**src/rtl/nsc_pkg.sv**
```systemverilog
// Shared types and constants for the nested comment stripper.
package nsc_pkg;

	localparam int DEPTH_BITS_DEF = 8;
	localparam int RES_FIFO_DEPTH = 4;
	localparam int RES_PTR_W      = $clog2(RES_FIFO_DEPTH);
	localparam int RES_CNT_W      = $clog2(RES_FIFO_DEPTH + 1);

	localparam logic [7:0] CH_SLASH = 8'h2F;
	localparam logic [7:0] CH_STAR  = 8'h2A;
	localparam logic [7:0] CH_NL    = 8'h0A;

	typedef enum logic [1:0] {
		MODE_TEXT  = 2'd0,
		MODE_LINE  = 2'd1,
		MODE_BLOCK = 2'd2
	} mode_t;

	typedef enum logic [1:0] {
		HOLD_NONE  = 2'd0,
		HOLD_SLASH = 2'd1,
		HOLD_STAR  = 2'd2
	} held_t;

	typedef enum logic [1:0] {
		KIND_CHAR = 2'd0,
		KIND_OK   = 2'd1,
		KIND_OPEN = 2'd2,
		KIND_OVF  = 2'd3
	} kind_t;

	typedef struct packed {
		logic [7:0] out_char;
		kind_t      kind;
		logic       last_of_run;
	} res_t;

endpackage

```
**src/rtl/nsc_scan.sv**
```systemverilog
// Scanner step: next state and up to two result beats for one source byte.
module nsc_scan #(
	parameter int DEPTH_BITS = nsc_pkg::DEPTH_BITS_DEF
) (
	input  nsc_pkg::mode_t         mode,
	input  nsc_pkg::held_t         held,
	input  logic [DEPTH_BITS-1:0]  depth,
	input  logic                   ovf,
	input  logic [7:0]             char_byte,
	input  logic                   end_of_source,
	output nsc_pkg::mode_t         mode_nxt,
	output nsc_pkg::held_t         held_nxt,
	output logic [DEPTH_BITS-1:0]  depth_nxt,
	output logic                   ovf_nxt,
	output logic [1:0]             res_cnt,
	output nsc_pkg::res_t          res0,
	output nsc_pkg::res_t          res1
);
	import nsc_pkg::*;

	kind_t end_kind;

	always_comb begin
		if (ovf) begin
			end_kind = KIND_OVF;
		end else if (mode == MODE_BLOCK) begin
			end_kind = KIND_OPEN;
		end else begin
			end_kind = KIND_OK;
		end
	end

	always_comb begin
		mode_nxt  = mode;
		held_nxt  = held;
		depth_nxt = depth;
		ovf_nxt   = ovf;
		res_cnt   = 2'd0;
		res0      = '{out_char: 8'h00, kind: KIND_CHAR, last_of_run: 1'b1};
		res1      = '{out_char: 8'h00, kind: KIND_CHAR, last_of_run: 1'b1};
		if (end_of_source) begin
			// flush a held slash, report, then drop back to reset state
			if (mode != MODE_LINE && mode != MODE_BLOCK && held == HOLD_SLASH) begin
				res0    = '{out_char: CH_SLASH, kind: KIND_CHAR, last_of_run: 1'b0};
				res1    = '{out_char: 8'h00, kind: end_kind, last_of_run: 1'b1};
				res_cnt = 2'd2;
			end else begin
				res0    = '{out_char: 8'h00, kind: end_kind, last_of_run: 1'b1};
				res_cnt = 2'd1;
			end
			mode_nxt  = MODE_TEXT;
			held_nxt  = HOLD_NONE;
			depth_nxt = '0;
			ovf_nxt   = 1'b0;
		end else begin
			unique case (mode)
				MODE_LINE: begin
					if (char_byte == CH_NL) begin
						res0     = '{out_char: char_byte, kind: KIND_CHAR, last_of_run: 1'b1};
						res_cnt  = 2'd1;
						mode_nxt = MODE_TEXT;
					end
					held_nxt = HOLD_NONE;
				end
				MODE_BLOCK: begin
					if (char_byte == CH_NL) begin
						res0     = '{out_char: char_byte, kind: KIND_CHAR, last_of_run: 1'b1};
						res_cnt  = 2'd1;
						held_nxt = HOLD_NONE;
					end else if (held == HOLD_SLASH && char_byte == CH_STAR) begin
						held_nxt = HOLD_NONE;
						// saturate at full scale and flag it
						if (depth == '1) begin
							ovf_nxt = 1'b1;
						end else begin
							depth_nxt = depth + DEPTH_BITS'(1);
						end
					end else if (held == HOLD_STAR && char_byte == CH_SLASH) begin
						held_nxt = HOLD_NONE;
						if (depth != '0) begin
							depth_nxt = depth - DEPTH_BITS'(1);
						end
						if (depth <= DEPTH_BITS'(1)) begin
							mode_nxt = MODE_TEXT;
						end
					end else if (char_byte == CH_SLASH) begin
						held_nxt = HOLD_SLASH;
					end else if (char_byte == CH_STAR) begin
						held_nxt = HOLD_STAR;
					end else begin
						held_nxt = HOLD_NONE;
					end
				end
				default: begin
					mode_nxt = MODE_TEXT;
					held_nxt = HOLD_NONE;
					if (held == HOLD_SLASH) begin
						if (char_byte == CH_SLASH) begin
							mode_nxt = MODE_LINE;
						end else if (char_byte == CH_STAR) begin
							mode_nxt  = MODE_BLOCK;
							depth_nxt = DEPTH_BITS'(1);
						end else begin
							res0    = '{out_char: CH_SLASH, kind: KIND_CHAR, last_of_run: 1'b0};
							res1    = '{out_char: char_byte, kind: KIND_CHAR, last_of_run: 1'b1};
							res_cnt = 2'd2;
						end
					end else if (char_byte == CH_SLASH) begin
						held_nxt = HOLD_SLASH;
					end else begin
						res0    = '{out_char: char_byte, kind: KIND_CHAR, last_of_run: 1'b1};
						res_cnt = 2'd1;
					end
				end
			endcase
		end
	end

endmodule

```
**src/rtl/nsc_res_fifo.sv**
```systemverilog
// Small result queue that takes up to two beats per cycle and gives one unless res_stall holds it.
module nsc_res_fifo (
	input  logic                          clk,
	input  logic                          arst_n,
	input  logic [1:0]                    push_cnt,
	input  nsc_pkg::res_t                 push0,
	input  nsc_pkg::res_t                 push1,
	output logic [nsc_pkg::RES_CNT_W-1:0] fill,
	output logic                          res_valid,
	input  logic                          res_stall,
	output nsc_pkg::res_t                 res
);
	import nsc_pkg::*;

	res_t                 mem [RES_FIFO_DEPTH];
	logic [RES_PTR_W-1:0] wr_q;
	logic [RES_PTR_W-1:0] rd_q;
	logic [RES_CNT_W-1:0] cnt_q;
	logic                 pop;

	assign res_valid = (cnt_q != '0);
	assign pop       = res_valid && !res_stall;
	assign res       = mem[rd_q];
	assign fill      = cnt_q;

	always_ff @(posedge clk) begin
		if (push_cnt != 2'd0) begin
			mem[wr_q] <= push0;
		end
		if (push_cnt == 2'd2) begin
			mem[wr_q + RES_PTR_W'(1)] <= push1;
		end
	end

	always_ff @(posedge clk or negedge arst_n) begin
		if (!arst_n) begin
			wr_q  <= '0;
			rd_q  <= '0;
			cnt_q <= '0;
		end else begin
			wr_q  <= wr_q + RES_PTR_W'(push_cnt);
			rd_q  <= rd_q + RES_PTR_W'(pop);
			cnt_q <= cnt_q + RES_CNT_W'(push_cnt) - RES_CNT_W'(pop);
		end
	end

endmodule

```
**src/rtl/nested_comment_stripper_unit.sv**
```systemverilog
// Flow: an accepted byte is registered in the input stage and scanned from there; its
// result beats are written to the result queue, which offers the oldest at the result port.
// Throughput: one byte per cycle while the result queue has room; a two-beat item holds the
// result port for both beats, and the four-entry result queue sets when input stalls.
// Reset (arst_n low): normal text, nothing held, depth zero, queue empty.
module nested_comment_stripper_unit #(
	parameter int DEPTH_BITS = nsc_pkg::DEPTH_BITS_DEF
) (
	input  logic       clk,
	input  logic       arst_n,
	input  logic       src_valid,
	output logic       src_stall,
	input  logic [7:0] char_byte,
	input  logic       end_of_source,
	output logic       res_valid,
	input  logic       res_stall,
	output logic [7:0] out_char,
	output logic [1:0] kind,
	output logic       last_of_run
);
	import nsc_pkg::*;

	logic                  valid_s1;
	logic [7:0]            char_s1;
	logic                  eos_s1;
	logic                  proc;
	logic                  accept;

	mode_t                 mode_q;
	held_t                 held_q;
	logic [DEPTH_BITS-1:0] depth_q;
	logic                  ovf_q;

	mode_t                 mode_nxt;
	held_t                 held_nxt;
	logic [DEPTH_BITS-1:0] depth_nxt;
	logic                  ovf_nxt;
	logic [1:0]            res_cnt;
	res_t                  res0;
	res_t                  res1;
	res_t                  res_head;
	logic [RES_CNT_W-1:0]  fill;
	logic [1:0]            push_cnt;

	// scan only when the queue has room for a two-beat item
	assign proc      = valid_s1 && (fill <= RES_CNT_W'(RES_FIFO_DEPTH - 2));
	assign src_stall = valid_s1 && !proc;
	assign accept    = src_valid && !src_stall;
	assign push_cnt  = proc ? res_cnt : 2'd0;

	always_ff @(posedge clk) begin
		if (accept) begin
			char_s1 <= char_byte;
			eos_s1  <= end_of_source;
		end
	end

	always_ff @(posedge clk or negedge arst_n) begin
		if (!arst_n) begin
			valid_s1 <= 1'b0;
			mode_q   <= MODE_TEXT;
			held_q   <= HOLD_NONE;
			depth_q  <= '0;
			ovf_q    <= 1'b0;
		end else begin
			if (accept) begin
				valid_s1 <= 1'b1;
			end else if (proc) begin
				valid_s1 <= 1'b0;
			end
			if (proc) begin
				mode_q  <= mode_nxt;
				held_q  <= held_nxt;
				depth_q <= depth_nxt;
				ovf_q   <= ovf_nxt;
			end
		end
	end

	nsc_scan #(
		.DEPTH_BITS(DEPTH_BITS)
	) u_scan (
		.mode         (mode_q),
		.held         (held_q),
		.depth        (depth_q),
		.ovf          (ovf_q),
		.char_byte    (char_s1),
		.end_of_source(eos_s1),
		.mode_nxt     (mode_nxt),
		.held_nxt     (held_nxt),
		.depth_nxt    (depth_nxt),
		.ovf_nxt      (ovf_nxt),
		.res_cnt      (res_cnt),
		.res0         (res0),
		.res1         (res1)
	);

	nsc_res_fifo u_fifo (
		.clk      (clk),
		.arst_n   (arst_n),
		.push_cnt (push_cnt),
		.push0    (res0),
		.push1    (res1),
		.fill     (fill),
		.res_valid(res_valid),
		.res_stall(res_stall),
		.res      (res_head)
	);

	assign out_char    = res_head.out_char;
	assign kind        = res_head.kind;
	assign last_of_run = res_head.last_of_run;

`ifndef SYNTHESIS
	a_fill_bound: assert property (@(posedge clk) disable iff (!arst_n)
		fill <= RES_CNT_W'(RES_FIFO_DEPTH))
		else $error("result queue overfilled");

	a_depth_block: assert property (@(posedge clk) disable iff (!arst_n)
		(mode_q == MODE_BLOCK) |-> (depth_q != '0))
		else $error("block comment with zero depth");

	a_depth_text: assert property (@(posedge clk) disable iff (!arst_n)
		(mode_q != MODE_BLOCK) |-> (depth_q == '0))
		else $error("nonzero depth outside block comment");

	a_star_hold: assert property (@(posedge clk) disable iff (!arst_n)
		(held_q == HOLD_STAR) |-> (mode_q == MODE_BLOCK))
		else $error("star held outside block comment");
`endif

endmodule

```
**config.mk**
```make
export PLATFORM = sky130hd
export DESIGN_NAME = nested_comment_stripper_unit
export DESIGN_NICKNAME = d
export VERILOG_FILES = /design/src/rtl/nsc_pkg.sv /design/src/rtl/nsc_scan.sv /design/src/rtl/nsc_res_fifo.sv /design/src/rtl/nested_comment_stripper_unit.sv
export SDC_FILE = /design/constraint.sdc
export NUM_CORES = 1
export LEC_CHECK = 0
export BUFFER_PORTS_ARGS = -buffer_cell sky130_fd_sc_hd__buf_4
export CAP_MARGIN = 25
export CORE_MARGIN = 2
export CORE_UTILIZATION = 40
export CTS_BUF_LIST = sky130_fd_sc_hd__clkbuf_4 sky130_fd_sc_hd__clkbuf_8
export CTS_CLUSTER_SIZE = 12
export DETAILED_ROUTE_END_ITERATION = 8
export HOLD_SLACK_MARGIN = 0.02
export REMOVE_ABC_BUFFERS = 1
export SLEW_MARGIN = 25
export SYNTH_ARGS = -nofsm -noshare
export SYNTH_HDL_FRONTEND = slang
export SYNTH_SLANG_ARGS = --single-unit
```
**constraint.sdc**
```tcl
create_clock -name clk -period 2.95 [get_ports clk]
set_input_delay 0.1475 -clock clk [delete_from_list [all_inputs] [get_ports clk]]
set_output_delay 0.1475 -clock clk [all_outputs]
set_load 0.1 [all_outputs]
```
==> results of run 1 <==
-- per-stage QoR --
stage               instance area (um^2)  hold WS (ps)  utilization (%)
floorplan                           4010          -148                -
global placement                    4540          48.2             46.0
detailed placement                  4540          59.2             46.0
CTS                                 4880           202             49.5
global route                        4880           232             49.5
finish                              4880           199             49.5
-- area by class of cell --
class                           instances  area share, %
Inverter                               17           1.31
Timing Repair Buffer                   59           9.64
Tap cell                              133           3.41
Clock inverter                          7           2.21
Sequential cell                        74           42.6
Multi-Input combinational cell        262           38.3
Clock buffer                            9           2.54
-- registers in the layout (all words and copies together), names as in the netlist --
name         cells
u_fifo.rd_q      2
char_s1          8
mode_q           2
u_fifo.mem      44
u_fifo.wr_q      2
held_q           2
depth_q          8
u_fifo.fill      3
valid_s1         1
ovf_q            1
eos_s1           1
-- layout by cell type, fill, tap and decap left out, drive strengths merged, types with 5 or more instances in the layout --
cell type    instances
mux4                11
a32oi                5
nor2b                5
buf                 48
nand2               28
nor4                 8
nand2b               5
and2                 5
edfxtp              49
o21ai               17
inv                 21
nand4                6
clkbuf               9
nand3               14
a32o                 5
dlygate4sd3         11
ha                  11
nor2                42
nor3                12
and3                 6
a31oi                5
a21oi               20
xnor2                5
dfrtp               21
-- cells in the mapped netlist (all sizes together) (2+ instances only) --
cell,number,area [um^2]
a211oi,4,30.0
a21o,2,15.0
a21oi,20,115
a22o,3,26.3
a22oi,2,15.0
a31oi,5,31.3
a32o,5,50.1
a32oi,5,43.8
and2,5,33.8
and3,6,37.5
buf,7,38.8
clkbuf,11,41.3
dfrtp,21,526
dfxtp,4,80.1
edfxtp,49,1470
ha,11,138
inv,17,63.8
mux2,2,26.3
mux2i,2,20.0
mux4,11,248
nand2,28,105
nand2b,5,31.3
nand3,14,70.1
nand3b,2,15.0
nand4,6,37.5
nand4b,2,17.5
nor2,42,158
nor2b,5,31.3
nor3,12,60.1
nor4,8,80.1
o2111ai,2,17.5
o21ai,17,88.8
o22a,2,17.5
o31ai,2,20.0
o41ai,2,17.5
or2,2,12.5
or3,4,30.0
xnor2,5,43.8
xor2,2,17.5
-- cell families after synthesis --
| logic type | count (synthesis) |
|---|---|
| simple gates | 147 |
| compound gates | 81 |
| flops | 74 |
| buf+inv | 35 |
| mux | 15 |
| fa+ha+maj | 12 |
| xor+xnor | 7 |
-- routing by layer --
metal | up-vias | wire, um
li1 | 1512 | -
met1 | 1524 | 4260
met2 | 119 | 4930
met3 | 22 | 541
met4 | 0 | 240
met5 | - | 0
-- worst reg2reg max path, cell delays in order (launching register included) --
cell and delay, ps:
sky130_fd_sc_hd__dfrtp_1 390, sky130_fd_sc_hd__inv_1 60, sky130_fd_sc_hd__ha_1 470, sky130_fd_sc_hd__nor2_1 90, sky130_fd_sc_hd__a221o_1 360, sky130_fd_sc_hd__buf_4 160, sky130_fd_sc_hd__nand2_1 230, sky130_fd_sc_hd__a21o_1 490
-- power groups by stage --
stage / combinational [W] / clock, W / sequential, W
after floorplan: 0.00183 / 0 / 0.00157
after global placement: 0.00241 / 0 / 0.00162
after detailed placement: 0.00244 / 0 / 0.00162
after CTS: 0.00245 / 0.000952 / 0.00160
after global routing: 0.00259 / 0.000996 / 0.00164
final: 0.00244 / 0.000931 / 0.00160
-- final timing paths --
kind,endpoint,startpoint,cells after the start
worst max-delay path,u_fifo.mem[2][4]$_DFFE_PP_,mode_q[0]$_DFFE_PN0P_,7
worst min-delay path,mode_q[0]$_DFFE_PN0P_,arst_n,2
worst max register to register,u_fifo.mem[2][4]$_DFFE_PP_,mode_q[0]$_DFFE_PN0P_,7
worst min register to register,u_fifo.mem[1][0]$_SDFFE_PP1N_,u_fifo.mem[1][0]$_SDFFE_PP1N_,2
max in group asynchronous,u_fifo.rd_q[1]$_DFF_PN0_,arst_n,2
min in group clk,u_fifo.rd_q[0]$_DFF_PN0_,res_stall,3
==> impl_metrics.tcl, run 1 <==
set metrics [dict create \
    met1_usage_pct 24.9 \
    syn-cell-area_um2 4090 \
    synth-seq-area-share_pct 50.8 \
    timing.setup.critical_path_class "register to register" \
    postRouteWirelength_um 9970 \
    largest_net_degree_at_the_start_of_global_routing 22 \
    ir_drop_mv 0.713 \
    cts-root-to-sink-buffers 2 \
    yosys_register_bits 74 \
    layout_worst_path_cycle_share_pct 88.9 \
    grt_busiest_layer "met2" \
    port_buffers 25 \
    num_antenna_cells 0 \
    path_max_fanout 11 \
    slew_viol_final 0 \
    yosys.area_share.simple_pct 19.1 \
    post_cts_resize_count 0 \
    synth_async_sr_flop_share_pct 28.4 \
    seq_area_um2 2080 \
    worst_hold_path_type "input pin to asynchronous set/reset pin" \
    endpoint_kind "register" \
    synth-xor-area-share_pct 1.50 \
    max_clock_freq_mhz 381 \
    drt-vias-per-instance 5.66 \
    worst_skew_pair.late_latency_ps 360 \
    static-leakage-power_nw 1.84 \
    grt_antenna_before_repair 0 \
    cts-root-buf "sky130_fd_sc_hd__clkbuf_8" \
    initial_standard_cell_utilization_of_the_core_pct 41.5 \
    drive_gt1_share_pct 21.5 \
    tritoncts "yes" \
    gpl.final_weighted_congestion 0.936 \
    postCtsSetupBuffers 0 \
    seq_power_share_pct 32.2 \
    setup_repair_after_global_routing_missed_its_margin "no" \
    dr_pass1_iterations 5 \
    setup_violations 0 \
    internal_power_w 0.00261 \
    dp.final_hpwl_um 7370 \
    power.share.combinational_pct 49.1 \
    global_route_wire_length_before_repair_um 16200 \
    clock_power_share_pct 18.7 \
    synth_compound_area_share_pct 14.0 \
    cts_hold_buf 11 \
    area_growth_from_synthesis_to_layout_pct 19.3 \
    final_cell_count_no_fill 561 \
    tns_ps 0 \
    final_net_count 448 \
    via_count_of_the_first_global_routing_pass 3091 \
    setup_ws_ps 327 \
    use_met3_pct 3.56 \
    gate_count_of_the_mapped_netlist 371 \
    gr-total-overflow 0 \
    post-route-min-period_ps 2620 \
    synth_ff_type "sky130_fd_sc_hd__edfxtp_1" \
    route.vias.total 3177 \
    cts_buffers 9 \
    ys_types 67 \
    yosysWarnings 0 \
    dpl.cell_count 534 \
    outcome "finished, final reports clean" \
    die-area_um2 11100 \
    clkSinkCount 74 \
    met2_track_demand_over_resource_pct 31.4 \
    reg2reg_setup_slack_ps 330 \
    critPathBufInv 2 \
    clk_pin_slew_worst_setup_hold_paths_ps 100 \
    totalPowerFinal_w 0.00497 \
    critical_path.top_delay_family "compound AO/OA/AOI/OAI gates" \
    area_occupied_by_multi_input_gates_um2 1870 \
    path_cells "inv_1, ha_1, nor2_1, a221o_1, buf_4, nand2_1, a21o_1" \
    die_h_um 105 \
    io-pin-count 26 \
    grt_util_all_layers_pct 19.1 \
    synth_edf_count 49 \
    timing.critical_path.required_ps 2950 \
    fin_worst_skew_ps 13.8 \
    coreArea_um2 9860 \
    slew-limit-headroom_pct 39.7 \
    switching_share_pct 47.6 \
    ant_nets 0 \
    rows 36 \
    largest_incremental_delay_on_the_critical_path_ps 490 \
    die-width_um 105 \
    timing.critical_path.slowest_stage_cell "sky130_fd_sc_hd__a21o_1" \
    pwr_density_cell_nw_per_um2 1020 \
    final-hold-violation-count 0 \
    drt-initial-drc-count 224 \
    synth_adder_area_share_pct 3.85 \
    setup.worst_path.start_class "register" \
    filler_cell_count 888 \
    pre_cts_ws_ps 363 \
    tightest_slew_ps 901 \
    post-route-drc-count 0 \
    dominant_combinational_cell_family_by_area_after_synthesis "simple AND/OR/NAND/NOR gates" \
    post_synth_mux_area_share_pct 7.19 \
    syn_area_per_cell_um2 11.0 \
    maxCapViolCount 0 \
    cts-htree-levels 3 \
    drt-wirelength-per-cell_um 17.8 \
    switchingPower_w 0.00237 \
    worst_ep_arrival_time_ps 2620 \
]
Power figures use the tool's default switching activity.
==> inputs of run 2 (changes only) <==
--- a/config.mk
+++ b/config.mk
@@ -13,6 +13,7 @@
 export CTS_CLUSTER_SIZE = 12
 export DETAILED_ROUTE_END_ITERATION = 8
 export HOLD_SLACK_MARGIN = 0.02
+export MAX_ROUTING_LAYER = met4
 export REMOVE_ABC_BUFFERS = 1
 export SLEW_MARGIN = 25
 export SYNTH_ARGS = -nofsm -noshare
==> run 2 against run 1 <==
Against the previous run: core utilization shrank 0.32 points; maximum frequency increased by 1.3%; global-route usage up 0.31 points; first-iteration DRC count fell by 0.45%; cell area down 0.64%; worst setup slack gained 33 ps; critical endpoint is now u_fifo.mem[1][6]$_DFFE_PP_; largest power group unchanged.
==> impl_metrics.tcl, run 2 (synthesis gave the netlist of run 1 again) <==
set metrics [dict create \
    outcome "finished, final reports clean" \
    final_cell_mix "49 x sky130_fd_sc_hd__edfxtp_1, 47 x sky130_fd_sc_hd__buf_4, 42 x sky130_fd_sc_hd__nor2_1" \
    drive_gt1_share_pct 21.3 \
    postCtsSetupBuffers 0 \
    dr_pass1_iterations 4 \
    tritoncts "yes" \
    path_max_fanout 11 \
    cts_buffers 9 \
    worst_skew_pair.late_latency_ps 350 \
    ant_nets 0 \
    coreArea_um2 9860 \
    via_count_of_the_first_global_routing_pass 3175 \
    maxCapViolCount 0 \
    dpl.cell_count 533 \
    drt-initial-drc-count 223 \
    final_core_util_pct 49.2 \
    post_cts_resize_count 0 \
    grt_util_all_layers_pct 19.4 \
    reg2reg_to "u_fifo.mem[1][6]$_DFFE_PP_" \
    crit_end "u_fifo.mem[1][6]$_DFFE_PP_" \
    route.vias.total 3161 \
    setup_repair_after_global_routing_missed_its_margin "no" \
    layout_worst_path_cycle_share_pct 87.8 \
    timing.critical_path.slowest_stage_cell "sky130_fd_sc_hd__nor2_1" \
    critical_path.reg2reg.startpoint "mode_q[0]$_DFFE_PN0P_" \
    endpoint_kind "register" \
    io-pin-count 26 \
    cts-root-to-sink-buffers 2 \
    final_cell_count_no_fill 560 \
    path_cells "inv_1, ha_1, nor2_1, a221o_1, inv_2, a21oi_1, nor2_1" \
    setup.worst_path.start "mode_q[0]$_DFFE_PN0P_" \
    die-area_um2 11100 \
    largest_net_degree_at_the_start_of_global_routing 22 \
    timing.critical_path.required_ps 2930 \
    timing.setup.critical_path_class "register to register" \
    reg2reg_depth 7 \
    worst_ep_arrival_time_ps 2570 \
    reg2reg_setup_slack_ps 360 \
    max_clock_freq_mhz 386 \
    layout_top_registers "u_fifo.mem: 44 flops, char_s1: 8 flops, depth_q: 8 flops" \
    slew-limit-headroom_pct 39.7 \
    setup_violations 0 \
    pwr_density_cell_nw_per_um2 1010 \
    rows 36 \
    die-width_um 105 \
    largest_incremental_delay_on_the_critical_path_ps 710 \
    area_growth_from_synthesis_to_layout_pct 18.5 \
    seq_area_um2 2080 \
    worst_hold_path_type "input pin to asynchronous set/reset pin" \
    postRouteWirelength_um 9820 \
    port_buffers 25 \
    gpl.final_weighted_congestion 0.964 \
    grt_antenna_before_repair 0 \
    post-route-drc-count 0 \
    global_route_wire_length_before_repair_um 16200 \
    post-route-min-period_ps 2590 \
    area_occupied_by_multi_input_gates_um2 1870 \
    cts-root-buf "sky130_fd_sc_hd__clkbuf_8" \
    dp.final_hpwl_um 7220 \
    worst-path-stages 7 \
    final_net_count 447 \
    slew_viol_final 0 \
    filler_cell_count 883 \
    final-hold-violation-count 0 \
    clk_pin_slew_worst_setup_hold_paths_ps 90 \
    die_h_um 105 \
    layout_commonest_cell "sky130_fd_sc_hd__edfxtp_1" \
    initial_standard_cell_utilization_of_the_core_pct 41.5 \
    largest_reg_flops 44 \
    fin_worst_skew_ps 8.85 \
    critPathBufInv 2 \
    tightest_slew_ps 901 \
    drt-vias-per-instance 5.64 \
    static-leakage-power_nw 1.82 \
    critical_path.top_delay_family "simple AND/OR/NAND/NOR gates" \
    ir_drop_mv 0.779 \
    clkSinkCount 74 \
    gr-total-overflow 0 \
    worst_path_most_repeated_cell "sky130_fd_sc_hd__nor2_1" \
    num_antenna_cells 0 \
    drt-wirelength-per-cell_um 17.5 \
    setup.worst_path.start_class "register" \
    cts-htree-levels 3 \
    register_with_the_most_flip_flops "u_fifo.mem" \
    tns_ps 0 \
]
run 2: repair_timing:
item | CTS | global route
hold buffers | 11 | 0
setup endpoints to repair | 0 | 0
hold endpoints to repair | 31 | 0
run 2: area by class of cell:
| type | count | area share [%] |
|---|---|---|
| sequential | 74 | 42.8 |
| timing repair buffer | 58 | 9.55 |
| clock buffer | 9 | 2.55 |
| tap | 133 | 3.43 |
| multi-input combinational | 262 | 38.6 |
| inverter | 17 | 1.32 |
| clock inverter | 7 | 1.73 |
run 2: per-stage QoR:
step,power [W],setup WS (ps),hold slack [ps],cell area (um^2)
after floorplan,0.00340,266,-148,4010
after global placement,0.00403,430,46.7,4530
after detailed placement,0.00407,363,48.0,4530
after CTS,0.00492,327,204,4850
after global routing,0.00514,160,225,4850
final,0.00488,360,213,4850
run 2: layer usage:
metal	up-vias	track usage, %	wire (um)
met4	0	5.52	125
met1	1538	24.1	4250
met3	16	4.30	478
li1	1510	-	-
met2	97	31.9	4970
met5	-	-	0
run 2: report_power, final:
group,total [W],internal (W),switching (W)
logic,0.00245,0.000751,0.00170
registers,0.00160,0.00136,0.000234
clock network,0.000839,0.000409,0.000430
run 2: worst min-delay path by stage:
stage / cells after the start / slack, ps / end
2_1_floorplan: 0 / -150 / depth_q[0]$_DFFE_PN0P_
3_3_place_gp: 1 / 50 / valid_s1$_DFFE_PN0P_
3_5_place_dp: 1 / 50 / valid_s1$_DFFE_PN0P_
4_1_cts: 2 / 200 / valid_s1$_DFFE_PN0P_
5_1_grt: 2 / 220 / valid_s1$_DFFE_PN0P_
6_report: 2 / 210 / mode_q[1]$_DFFE_PN0P_
